`src/hw/rtl/mfde_pkg.sv`:
```
package mfde_pkg;

   localparam int SCREEN_COLUMNS_DEF  = 64;
   localparam int SCREEN_ROWS_DEF     = 32;
   localparam int GLYPH_MAX_WIDTH_DEF = 32;

   localparam int COORD_W  = 16;
   localparam int ACTION_W = 3;
   localparam int GLYPH_W  = 32;
   localparam int GWIDTH_W = 6;
   localparam int BYTE_W   = 8;

   localparam logic [ACTION_W-1:0] ACT_PIXEL  = 3'd0;
   localparam logic [ACTION_W-1:0] ACT_HLINE  = 3'd1;
   localparam logic [ACTION_W-1:0] ACT_VLINE  = 3'd2;
   localparam logic [ACTION_W-1:0] ACT_RECT   = 3'd3;
   localparam logic [ACTION_W-1:0] ACT_GLYPH  = 3'd4;
   localparam logic [ACTION_W-1:0] ACT_FILL   = 3'd5;
   localparam logic [ACTION_W-1:0] ACT_READ   = 3'd6;
   localparam logic [ACTION_W-1:0] ACT_UNUSED = 3'd7;

   localparam logic [BYTE_W-1:0] BYTE_ONES  = 8'hFF;
   localparam logic [BYTE_W-1:0] BYTE_ZEROS = 8'h00;

endpackage

```
`src/hw/rtl/mfde_store.sv`:
```
module mfde_store
   import mfde_pkg::*;
#(
   parameter int DEPTH  = 256,
   parameter int ADDR_W = 8
) (
   input  logic              clock,
   input  logic              wr_en,
   input  logic [ADDR_W-1:0] wr_addr,
   input  logic [BYTE_W-1:0] wr_data,
   input  logic              rd_en,
   input  logic [ADDR_W-1:0] rd_addr,
   output logic [BYTE_W-1:0] rd_data
);

   logic [BYTE_W-1:0] mem [DEPTH];
   logic [BYTE_W-1:0] rd_data_ff;

   always_ff @(posedge clock) begin
      if (wr_en) begin
         mem[wr_addr] <= wr_data;
      end
   end

   always_ff @(posedge clock) begin
      if (rd_en) begin
         rd_data_ff <= mem[rd_addr];
      end
   end

   assign rd_data = rd_data_ff;

endmodule

```
`src/hw/rtl/mfde_pixel_unit.sv`:
```
module mfde_pixel_unit
   import mfde_pkg::*;
#(
   parameter int SCREEN_COLUMNS = SCREEN_COLUMNS_DEF,
   parameter int SCREEN_ROWS    = SCREEN_ROWS_DEF,
   parameter int ADDR_W         = 8
) (
   input  logic [COORD_W-1:0] x,
   input  logic [COORD_W-1:0] y,
   input  logic               value,
   input  logic [BYTE_W-1:0]  old_byte,
   output logic               on_screen,
   output logic [ADDR_W-1:0]  addr,
   output logic [BYTE_W-1:0]  new_byte
);

   localparam int ROW_BYTES = (SCREEN_COLUMNS + 7) / 8;

   logic [31:0]       addr_wide;
   logic [BYTE_W-1:0] mask;

   always_comb begin
      on_screen = (x < COORD_W'(SCREEN_COLUMNS)) && (y < COORD_W'(SCREEN_ROWS));
      // Row-major byte address; only meaningful when the pixel is on screen.
      addr_wide = 32'(y) * 32'(ROW_BYTES) + 32'(x >> 3);
      addr      = addr_wide[ADDR_W-1:0];
      // Column 0 of each byte is its most significant bit.
      mask      = 8'h80 >> x[2:0];
      new_byte  = value ? (old_byte | mask) : (old_byte & ~mask);
   end

endmodule

```
`src/hw/rtl/mono_framebuffer_draw_engine_core.sv`:
```
// Channel  Direction  Handshake            Payload
// req      in         req_valid/req_ready  action, coordinates, pixel value, glyph row
// rsp      out        rsp_valid/rsp_ready  read_data
//
// After the accepting edge req_ready stays low until the request is finished: its pixel
// steps (pixel, lines, glyph row, outline), its store sweep (fill) or its store read (read).
// An on-screen pixel step is a store read then a write back; an off-screen step skips both.
// A finished request waits while the previous result is still unaccepted.
// Reset clears the store one byte per cycle, all STORE_BYTES bytes (256 at the defaults),
// before req_ready rises.
module mono_framebuffer_draw_engine_core
   import mfde_pkg::*;
#(
   parameter int SCREEN_COLUMNS  = SCREEN_COLUMNS_DEF,
   parameter int SCREEN_ROWS     = SCREEN_ROWS_DEF,
   parameter int GLYPH_MAX_WIDTH = GLYPH_MAX_WIDTH_DEF
) (
   input  logic                clock,
   input  logic                reset,
   input  logic                req_valid,
   output logic                req_ready,
   input  logic [ACTION_W-1:0] req_action,
   input  logic [COORD_W-1:0]  req_x_start,
   input  logic [COORD_W-1:0]  req_x_end,
   input  logic [COORD_W-1:0]  req_y_start,
   input  logic [COORD_W-1:0]  req_y_end,
   input  logic                req_pixel_value,
   input  logic [GLYPH_W-1:0]  req_glyph_row_bits,
   input  logic [GWIDTH_W-1:0] req_glyph_width,
   output logic                rsp_valid,
   input  logic                rsp_ready,
   output logic [BYTE_W-1:0]   rsp_read_data
);

   localparam int ROW_BYTES   = (SCREEN_COLUMNS + 7) / 8;
   localparam int STORE_BYTES = ROW_BYTES * SCREEN_ROWS;
   localparam int ADDR_W      = (STORE_BYTES > 1) ? $clog2(STORE_BYTES) : 1;

   localparam logic [2:0] ST_IDLE     = 3'd0;
   localparam logic [2:0] ST_SWEEP    = 3'd1;
   localparam logic [2:0] ST_SEG      = 3'd2;
   localparam logic [2:0] ST_PIX_RD   = 3'd3;
   localparam logic [2:0] ST_PIX_WR   = 3'd4;
   localparam logic [2:0] ST_RD_ISSUE = 3'd5;
   localparam logic [2:0] ST_RD_DATA  = 3'd6;
   localparam logic [2:0] ST_FINISH   = 3'd7;

   localparam logic [1:0] SEG_FIRST  = 2'd0;
   localparam logic [1:0] SEG_BOTTOM = 2'd1;
   localparam logic [1:0] SEG_LAST   = 2'd3;

   logic [2:0]          state_ff, state_in;
   logic [ACTION_W-1:0] act_ff, act_in;
   logic [1:0]          seg_ff, seg_in;
   logic [COORD_W-1:0]  xs_ff, xs_in, xe_ff, xe_in, ys_ff, ys_in, ye_ff, ye_in;
   logic [COORD_W-1:0]  cur_x_ff, cur_x_in, cur_y_ff, cur_y_in, end_ff, end_in;
   logic                vert_ff, vert_in, glyph_ff, glyph_in, pv_ff, pv_in;
   logic [GWIDTH_W-1:0] cnt_ff, cnt_in, gw_ff, gw_in;
   logic [GLYPH_W-1:0]  bits_ff, bits_in;
   logic [ADDR_W-1:0]   sweep_ff, sweep_in;
   logic [BYTE_W-1:0]   fill_ff, fill_in;
   logic                sweep_rsp_ff, sweep_rsp_in;
   logic [BYTE_W-1:0]   result_ff, result_in;
   logic                rsp_valid_ff, rsp_valid_in;
   logic [BYTE_W-1:0]   rsp_data_ff, rsp_data_in;

   logic                on_screen;
   logic [ADDR_W-1:0]   pix_addr;
   logic [BYTE_W-1:0]   new_byte;
   logic [BYTE_W-1:0]   rd_data;
   logic                wr_en, rd_en;
   logic [ADDR_W-1:0]   wr_addr;
   logic [BYTE_W-1:0]   wr_data;
   logic                pix_value;
   logic                walk_on;
   logic                last_seg;
   logic                req_fire;

   mfde_pixel_unit #(
      .SCREEN_COLUMNS(SCREEN_COLUMNS),
      .SCREEN_ROWS   (SCREEN_ROWS),
      .ADDR_W        (ADDR_W)
   ) u_pixel (
      .x        (cur_x_ff),
      .y        (cur_y_ff),
      .value    (pix_value),
      .old_byte (rd_data),
      .on_screen(on_screen),
      .addr     (pix_addr),
      .new_byte (new_byte)
   );

   mfde_store #(
      .DEPTH (STORE_BYTES),
      .ADDR_W(ADDR_W)
   ) u_store (
      .clock  (clock),
      .wr_en  (wr_en),
      .wr_addr(wr_addr),
      .wr_data(wr_data),
      .rd_en  (rd_en),
      .rd_addr(pix_addr),
      .rd_data(rd_data)
   );

   assign req_ready     = (state_ff == ST_IDLE);
   assign req_fire      = req_valid && req_ready;
   assign rsp_valid     = rsp_valid_ff;
   assign rsp_read_data = rsp_data_ff;
   assign pix_value     = glyph_ff ? bits_ff[GLYPH_W-1] : pv_ff;
   assign last_seg      = (act_ff != ACT_RECT) || (seg_ff == SEG_LAST);

   always_comb begin
      if (glyph_ff) begin
         walk_on = cnt_ff < gw_ff;
      end else if (vert_ff) begin
         walk_on = (cur_y_ff <= end_ff) && (cur_y_ff < COORD_W'(SCREEN_ROWS));
      end else begin
         walk_on = (cur_x_ff <= end_ff) && (cur_x_ff < COORD_W'(SCREEN_COLUMNS));
      end
   end

   always_comb begin
      state_in     = state_ff;
      act_in       = act_ff;
      seg_in       = seg_ff;
      xs_in        = xs_ff;
      xe_in        = xe_ff;
      ys_in        = ys_ff;
      ye_in        = ye_ff;
      cur_x_in     = cur_x_ff;
      cur_y_in     = cur_y_ff;
      end_in       = end_ff;
      vert_in      = vert_ff;
      glyph_in     = glyph_ff;
      pv_in        = pv_ff;
      cnt_in       = cnt_ff;
      gw_in        = gw_ff;
      bits_in      = bits_ff;
      sweep_in     = sweep_ff;
      fill_in      = fill_ff;
      sweep_rsp_in = sweep_rsp_ff;
      result_in    = result_ff;
      rsp_valid_in = rsp_valid_ff;
      rsp_data_in  = rsp_data_ff;
      wr_en        = 1'b0;
      rd_en        = 1'b0;
      wr_addr      = pix_addr;
      wr_data      = new_byte;

      if (rsp_valid_ff && rsp_ready) begin
         rsp_valid_in = 1'b0;
      end

      unique case (state_ff)
         ST_IDLE: begin
            if (req_fire) begin
               act_in    = req_action;
               xs_in     = req_x_start;
               xe_in     = req_x_end;
               ys_in     = req_y_start;
               ye_in     = req_y_end;
               pv_in     = req_pixel_value;
               bits_in   = req_glyph_row_bits;
               gw_in     = (req_glyph_width > GWIDTH_W'(GLYPH_MAX_WIDTH)) ?
                           GWIDTH_W'(GLYPH_MAX_WIDTH) : req_glyph_width;
               seg_in    = SEG_FIRST;
               result_in = BYTE_ZEROS;
               cur_x_in  = req_x_start;
               cur_y_in  = req_y_start;
               case (req_action)
                  ACT_FILL: begin
                     fill_in      = req_pixel_value ? BYTE_ONES : BYTE_ZEROS;
                     sweep_in     = '0;
                     sweep_rsp_in = 1'b1;
                     state_in     = ST_SWEEP;
                  end
                  ACT_READ:   state_in = ST_RD_ISSUE;
                  ACT_UNUSED: state_in = ST_FINISH;
                  default:    state_in = ST_SEG;
               endcase
            end
         end

         ST_SWEEP: begin
            wr_en    = 1'b1;
            wr_addr  = sweep_ff;
            wr_data  = fill_ff;
            sweep_in = sweep_ff + 1'b1;
            if (sweep_ff == ADDR_W'(STORE_BYTES - 1)) begin
               state_in = sweep_rsp_ff ? ST_FINISH : ST_IDLE;
            end
         end

         ST_SEG: begin
            // Every drawing action other than fill is one or more straight walks of the pixel step.
            cur_x_in = xs_ff;
            cur_y_in = ys_ff;
            end_in   = xe_ff;
            vert_in  = 1'b0;
            glyph_in = 1'b0;
            cnt_in   = '0;
            case (act_ff)
               ACT_PIXEL: end_in = xs_ff;
               ACT_VLINE: begin
                  vert_in = 1'b1;
                  end_in  = ye_ff;
               end
               ACT_GLYPH: glyph_in = 1'b1;
               ACT_RECT: begin
                  case (seg_ff)
                     SEG_FIRST:  cur_y_in = ys_ff;
                     SEG_BOTTOM: cur_y_in = ye_ff;
                     default: begin
                        // Side edges skip the corner rows, with 16-bit wrap.
                        vert_in  = 1'b1;
                        cur_x_in = (seg_ff == SEG_LAST) ? xe_ff : xs_ff;
                        cur_y_in = ys_ff + 16'd1;
                        end_in   = ye_ff - 16'd1;
                     end
                  endcase
               end
               default: end_in = xe_ff;
            endcase
            state_in = ST_PIX_RD;
         end

         ST_PIX_RD: begin
            if (!walk_on) begin
               if (last_seg) begin
                  state_in = ST_FINISH;
               end else begin
                  seg_in   = seg_ff + 1'b1;
                  state_in = ST_SEG;
               end
            end else if (on_screen) begin
               rd_en    = 1'b1;
               state_in = ST_PIX_WR;
            end else if (glyph_ff) begin
               cur_x_in = cur_x_ff + 16'd1;
               cnt_in   = cnt_ff + 1'b1;
               bits_in  = bits_ff << 1;
            end else if (vert_ff) begin
               cur_y_in = cur_y_ff + 16'd1;
            end else begin
               cur_x_in = cur_x_ff + 16'd1;
            end
         end

         ST_PIX_WR: begin
            wr_en = 1'b1;
            if (glyph_ff) begin
               cur_x_in = cur_x_ff + 16'd1;
               cnt_in   = cnt_ff + 1'b1;
               bits_in  = bits_ff << 1;
            end else if (vert_ff) begin
               cur_y_in = cur_y_ff + 16'd1;
            end else begin
               cur_x_in = cur_x_ff + 16'd1;
            end
            state_in = ST_PIX_RD;
         end

         ST_RD_ISSUE: begin
            rd_en    = 1'b1;
            state_in = ST_RD_DATA;
         end

         ST_RD_DATA: begin
            result_in = on_screen ? rd_data : BYTE_ZEROS;
            state_in  = ST_FINISH;
         end

         ST_FINISH: begin
            if (!rsp_valid_ff || rsp_ready) begin
               rsp_valid_in = 1'b1;
               rsp_data_in  = result_ff;
               state_in     = ST_IDLE;
            end
         end

         default: state_in = ST_IDLE;
      endcase
   end

   always_ff @(posedge clock) begin
      if (reset) begin
         state_ff     <= ST_SWEEP;
         sweep_ff     <= '0;
         fill_ff      <= BYTE_ZEROS;
         sweep_rsp_ff <= 1'b0;
         rsp_valid_ff <= 1'b0;
         seg_ff       <= SEG_FIRST;
      end else begin
         state_ff     <= state_in;
         sweep_ff     <= sweep_in;
         fill_ff      <= fill_in;
         sweep_rsp_ff <= sweep_rsp_in;
         rsp_valid_ff <= rsp_valid_in;
         seg_ff       <= seg_in;
      end
   end

   always_ff @(posedge clock) begin
      act_ff      <= act_in;
      xs_ff       <= xs_in;
      xe_ff       <= xe_in;
      ys_ff       <= ys_in;
      ye_ff       <= ye_in;
      cur_x_ff    <= cur_x_in;
      cur_y_ff    <= cur_y_in;
      end_ff      <= end_in;
      vert_ff     <= vert_in;
      glyph_ff    <= glyph_in;
      pv_ff       <= pv_in;
      cnt_ff      <= cnt_in;
      gw_ff       <= gw_in;
      bits_ff     <= bits_in;
      result_ff   <= result_in;
      rsp_data_ff <= rsp_data_in;
   end

endmodule
```
`config.mk`:
```
export PLATFORM = sky130hd
export DESIGN_NAME = mono_framebuffer_draw_engine_core
export DESIGN_NICKNAME = d
export VERILOG_FILES = /design/src/hw/rtl/mfde_pkg.sv /design/src/hw/rtl/mfde_store.sv /design/src/hw/rtl/mfde_pixel_unit.sv /design/src/hw/rtl/mono_framebuffer_draw_engine_core.sv
export SDC_FILE = /design/constraint.sdc
export NUM_CORES = 2
export LEC_CHECK = 0
export BUFFER_PORTS_ARGS = -buffer_cell sky130_fd_sc_hd__buf_2
export CAP_MARGIN = 20
export CORE_MARGIN = 1.5
export CORE_UTILIZATION = 31
export DETAILED_ROUTE_END_ITERATION = 8
export GPL_ROUTABILITY_DRIVEN = 0
export PLACE_DENSITY_LB_ADDON = 0.3
export SYNTH_ARGS = -nofsm -noshare
export SYNTH_HDL_FRONTEND = slang
export SYNTH_SLANG_ARGS = --single-unit
```
`constraint.sdc`:
```
create_clock -name clock -period 32.2 [get_ports clock]
set_input_delay 4.83 -clock clock [delete_from_list [all_inputs] [get_ports clock]]
set_output_delay 4.83 -clock clock [all_outputs]
set_load 0.05 [all_outputs]
```
==> results_dict.tcl <==
set metrics [dict create \
    fp.dieH_um 542 \
    hold_slack_ns 0.426 \
    htree_levels 4 \
    leakagePower_nw 31.9 \
    final_common_cell "edfxtp_1" \
    r2r_slack_ns 25.49 \
    synthesis.area_um2 90000 \
    r2r-end "u_store.rd_data[2]" \
    grt_antenna_before_repair 12 \
    routed_wl_um 229000 \
    startpoint_type "flip-flop" \
    drive_gt1_frac 0.248 \
    comb_power_share 0.006 \
    die_area_um2 294000 \
    antenna_left 0 \
    ys_seq_area_frac 0.749 \
    period_share 0.222 \
    hold_viol 0 \
    slowest_stage "nor3_1" \
    root_buffer "clkbuf_16" \
    grt_usage 0.153 \
    grt_pass1_wl_um 328000 \
    cts_tree "yes" \
    synthesis.nets 4590 \
    row_count 197 \
    core_um2 288000 \
    cts.repair.resized 0 \
    peakVddDrop_mv 0.0479 \
    min_period_ns 7.15 \
    hp-class "reg2reg" \
    ys_types 64 \
    clk-insertion-delay-late_ns 0.93 \
    fin_util 0.355 \
    synth_flop_cell "edfxtp_1" \
    syn_to_final_growth_pct 13.9 \
    nNetsFinal 4794 \
    fin_tns_setup_ns 0 \
    ys_warn_count 0 \
    drc 0 \
    syn_inst 4424 \
    switching_share 0.197 \
    reg2reg_depth 13 \
    io_pins 120 \
    hold_start "result_ff[4]" \
    holdPathStages 0 \
    p_int_mw 4.64 \
    place_hpwl_um 138000 \
    tightest_slew_ns 1.16 \
    layout_common_cells "2234 x edfxtp_1, 624 x mux4_2, 365 x nor2_1" \
    rsz0062_at_grt "false" \
    die_w_um 542 \
    powerDensity_nw_per_um2 56.4 \
    postCtsSetupBuffers 0 \
    cp_max_fo 21 \
    p_switching_mw 1.14 \
    worstPathCellList "nor3_1 -> buf_2" \
    setup_viol 0 \
    cp_top_family "simple AND/OR/NAND/NOR gates" \
    drtIter0Drc 5085 \
    cts_buffers 228 \
    finalMaxSlewViolations 0 \
    p_clk_frac 0.444 \
    fmax_mhz 140 \
    seqPwrFrac 0.550 \
    cts_buffer_depth 4 \
    ys_ff_latch 2250 \
    hold_buffers 0 \
    vias 44687 \
    crit_path_max_incr_delay_ns 0.56 \
    whs_endpoint "rsp_read_data[4]" \
    slew_headroom 0.224 \
    crit_type "reg2out" \
    cts.sinks 2250 \
    syn_area_per_cell_um2 20.3 \
    cp.arrival_ns 2.32 \
    portBuffers 119 \
    first_pass_iters 6 \
    via_per_inst 5.20 \
    clk_transition_reported_paths_ns 0.06 \
    grt_max_degree 233 \
    timing.rr.start "cur_x_ff[4]" \
    start_util 0.312 \
    fin_worst_skew_ns 0.108 \
    grt_pass1_vias 44846 \
    critPathBufInv 1 \
    grt_overflow 0 \
    status "completed" \
    worstSetupPathDepth 2 \
    max-cap-violations 0 \
    async_flop_share 0 \
    synth_edf_count 2234 \
    wl_per_cell_um 26.7 \
    worstPathRequired_ns 27.37 \
    end_kind "output pin" \
]
worst reg2reg max path: stages (launching register included):
cell and delay (ns):
edfxtp_1 0.35, buf_4 0.51, buf_4 0.72, buf_12 0.48
buf_4 0.70, buf_4 0.74, buf_4 0.87, mux4_2 0.48
mux4_2 0.47, mux2i_1 0.35, a21oi_1 0.16, nor3_1 0.41
nor4_1 0.11, o31a_1 0.16
cell usage after synthesis, types with 43 or more instances:
master / count / area share
a21oi_1: 94 / 0.0052
buf_2: 57 / 0.0032
clkbuf_1: 141 / 0.0059
edfxtp_1: 2234 / 0.75
ha_1: 55 / 0.0076
inv_1: 43 / 0.0018
mux2i_1: 77 / 0.0086
mux4_2: 624 / 0.16
nand2_1: 205 / 0.0085
nand3_1: 43 / 0.0024
nor2_1: 368 / 0.015
o21ai_0: 60 / 0.0033
sequential cells by signal, summed over array words and instances, names as in the netlist, 2 cells and up:
| signal | cells |
|---|---|
| ys_ff | 16 |
| act_ff | 3 |
| gw_ff | 6 |
| u_store.rd_data | 8 |
| seg_ff | 2 |
| ye_ff | 16 |
| cur_y_ff | 16 |
| rsp_read_data | 8 |
| result_ff | 8 |
| xe_ff | 16 |
| cur_x_ff | 16 |
| end_ff | 16 |
| xs_ff | 16 |
| u_store.mem | 2048 |
| state_ff | 3 |
| sweep_ff | 8 |
| cnt_ff | 6 |
| bits_ff | 32 |
kinds of logic (layout without fill, tap and decap cells):
logic type	Yosys count	after routing	synth area share
AO/OA/AOI/OAI	313	313	0.0223
multiplexers	702	702	0.165
flip-flops	2250	2250	0.749
XOR/XNOR	57	57	0.00563
AND/OR/NAND/NOR	759	759	0.0365
other	0	1	0
buffers and inverters	287	670	0.0141
adder cells (fa/ha/maj)	56	56	0.00787
power by group through the flow:
stage / Sequential [mW] / Combinational [mW] / Clock, mW
after floorplan: 3.24 / 0.0121 / 0
after global placement: 3.24 / 0.0351 / 0
after detailed placement: 3.24 / 0.0352 / 0
after CTS: 3.18 / 0.0358 / 2.61
after global routing: 3.18 / 0.0380 / 2.72
final: 3.18 / 0.0362 / 2.56
stage by stage:
stage / area, um2 / setup slack (ns) / instances / total power [mW]
detailed placement: 95200 / 25.30 / 8167 / 3.28
global placement: 95200 / 25.31 / 8165 / 3.28
CTS: 102000 / 25.06 / 8576 / 5.82
floorplan: 90000 / 18.48 / 4424 / 3.25
finish: 103000 / 25.05 / 8589 / 5.78
global route: 103000 / 24.93 / 8589 / 5.93
worst max path at each step:
stage           startpoint            endpoint  slack [ns]
6_report       state_ff[2]           req_ready       25.05
3_3_place_gp     req_valid          fill_ff[6]       25.31
5_1_grt        state_ff[2]           req_ready       24.93
3_5_place_dp   cur_x_ff[4]  u_store.rd_data[2]       25.30
4_1_cts        state_ff[2]           req_ready       25.06
2_1_floorplan  state_ff[2]   u_store.mem[0][5]       18.48
final cells by class:
cell class | count | area, um2
antenna | 1 | 2.50
clock inverter | 135 | 1170
multi-input combinational | 1887 | 21600
inverter | 43 | 161
tap | 3781 | 4730
clock buffer | 274 | 5900
fill | 26582 | 186000
sequential | 2250 | 67400
timing repair buffer | 218 | 1580
per-layer routing:
metal / share of wire / global-route usage
met5: 0 / 0
met4: 0.022 / 0.0392
met3: 0.071 / 0.0248
met2: 0.46 / 0.238
met1: 0.44 / 0.222
Note: power is estimated with default switching activity, not from simulation.
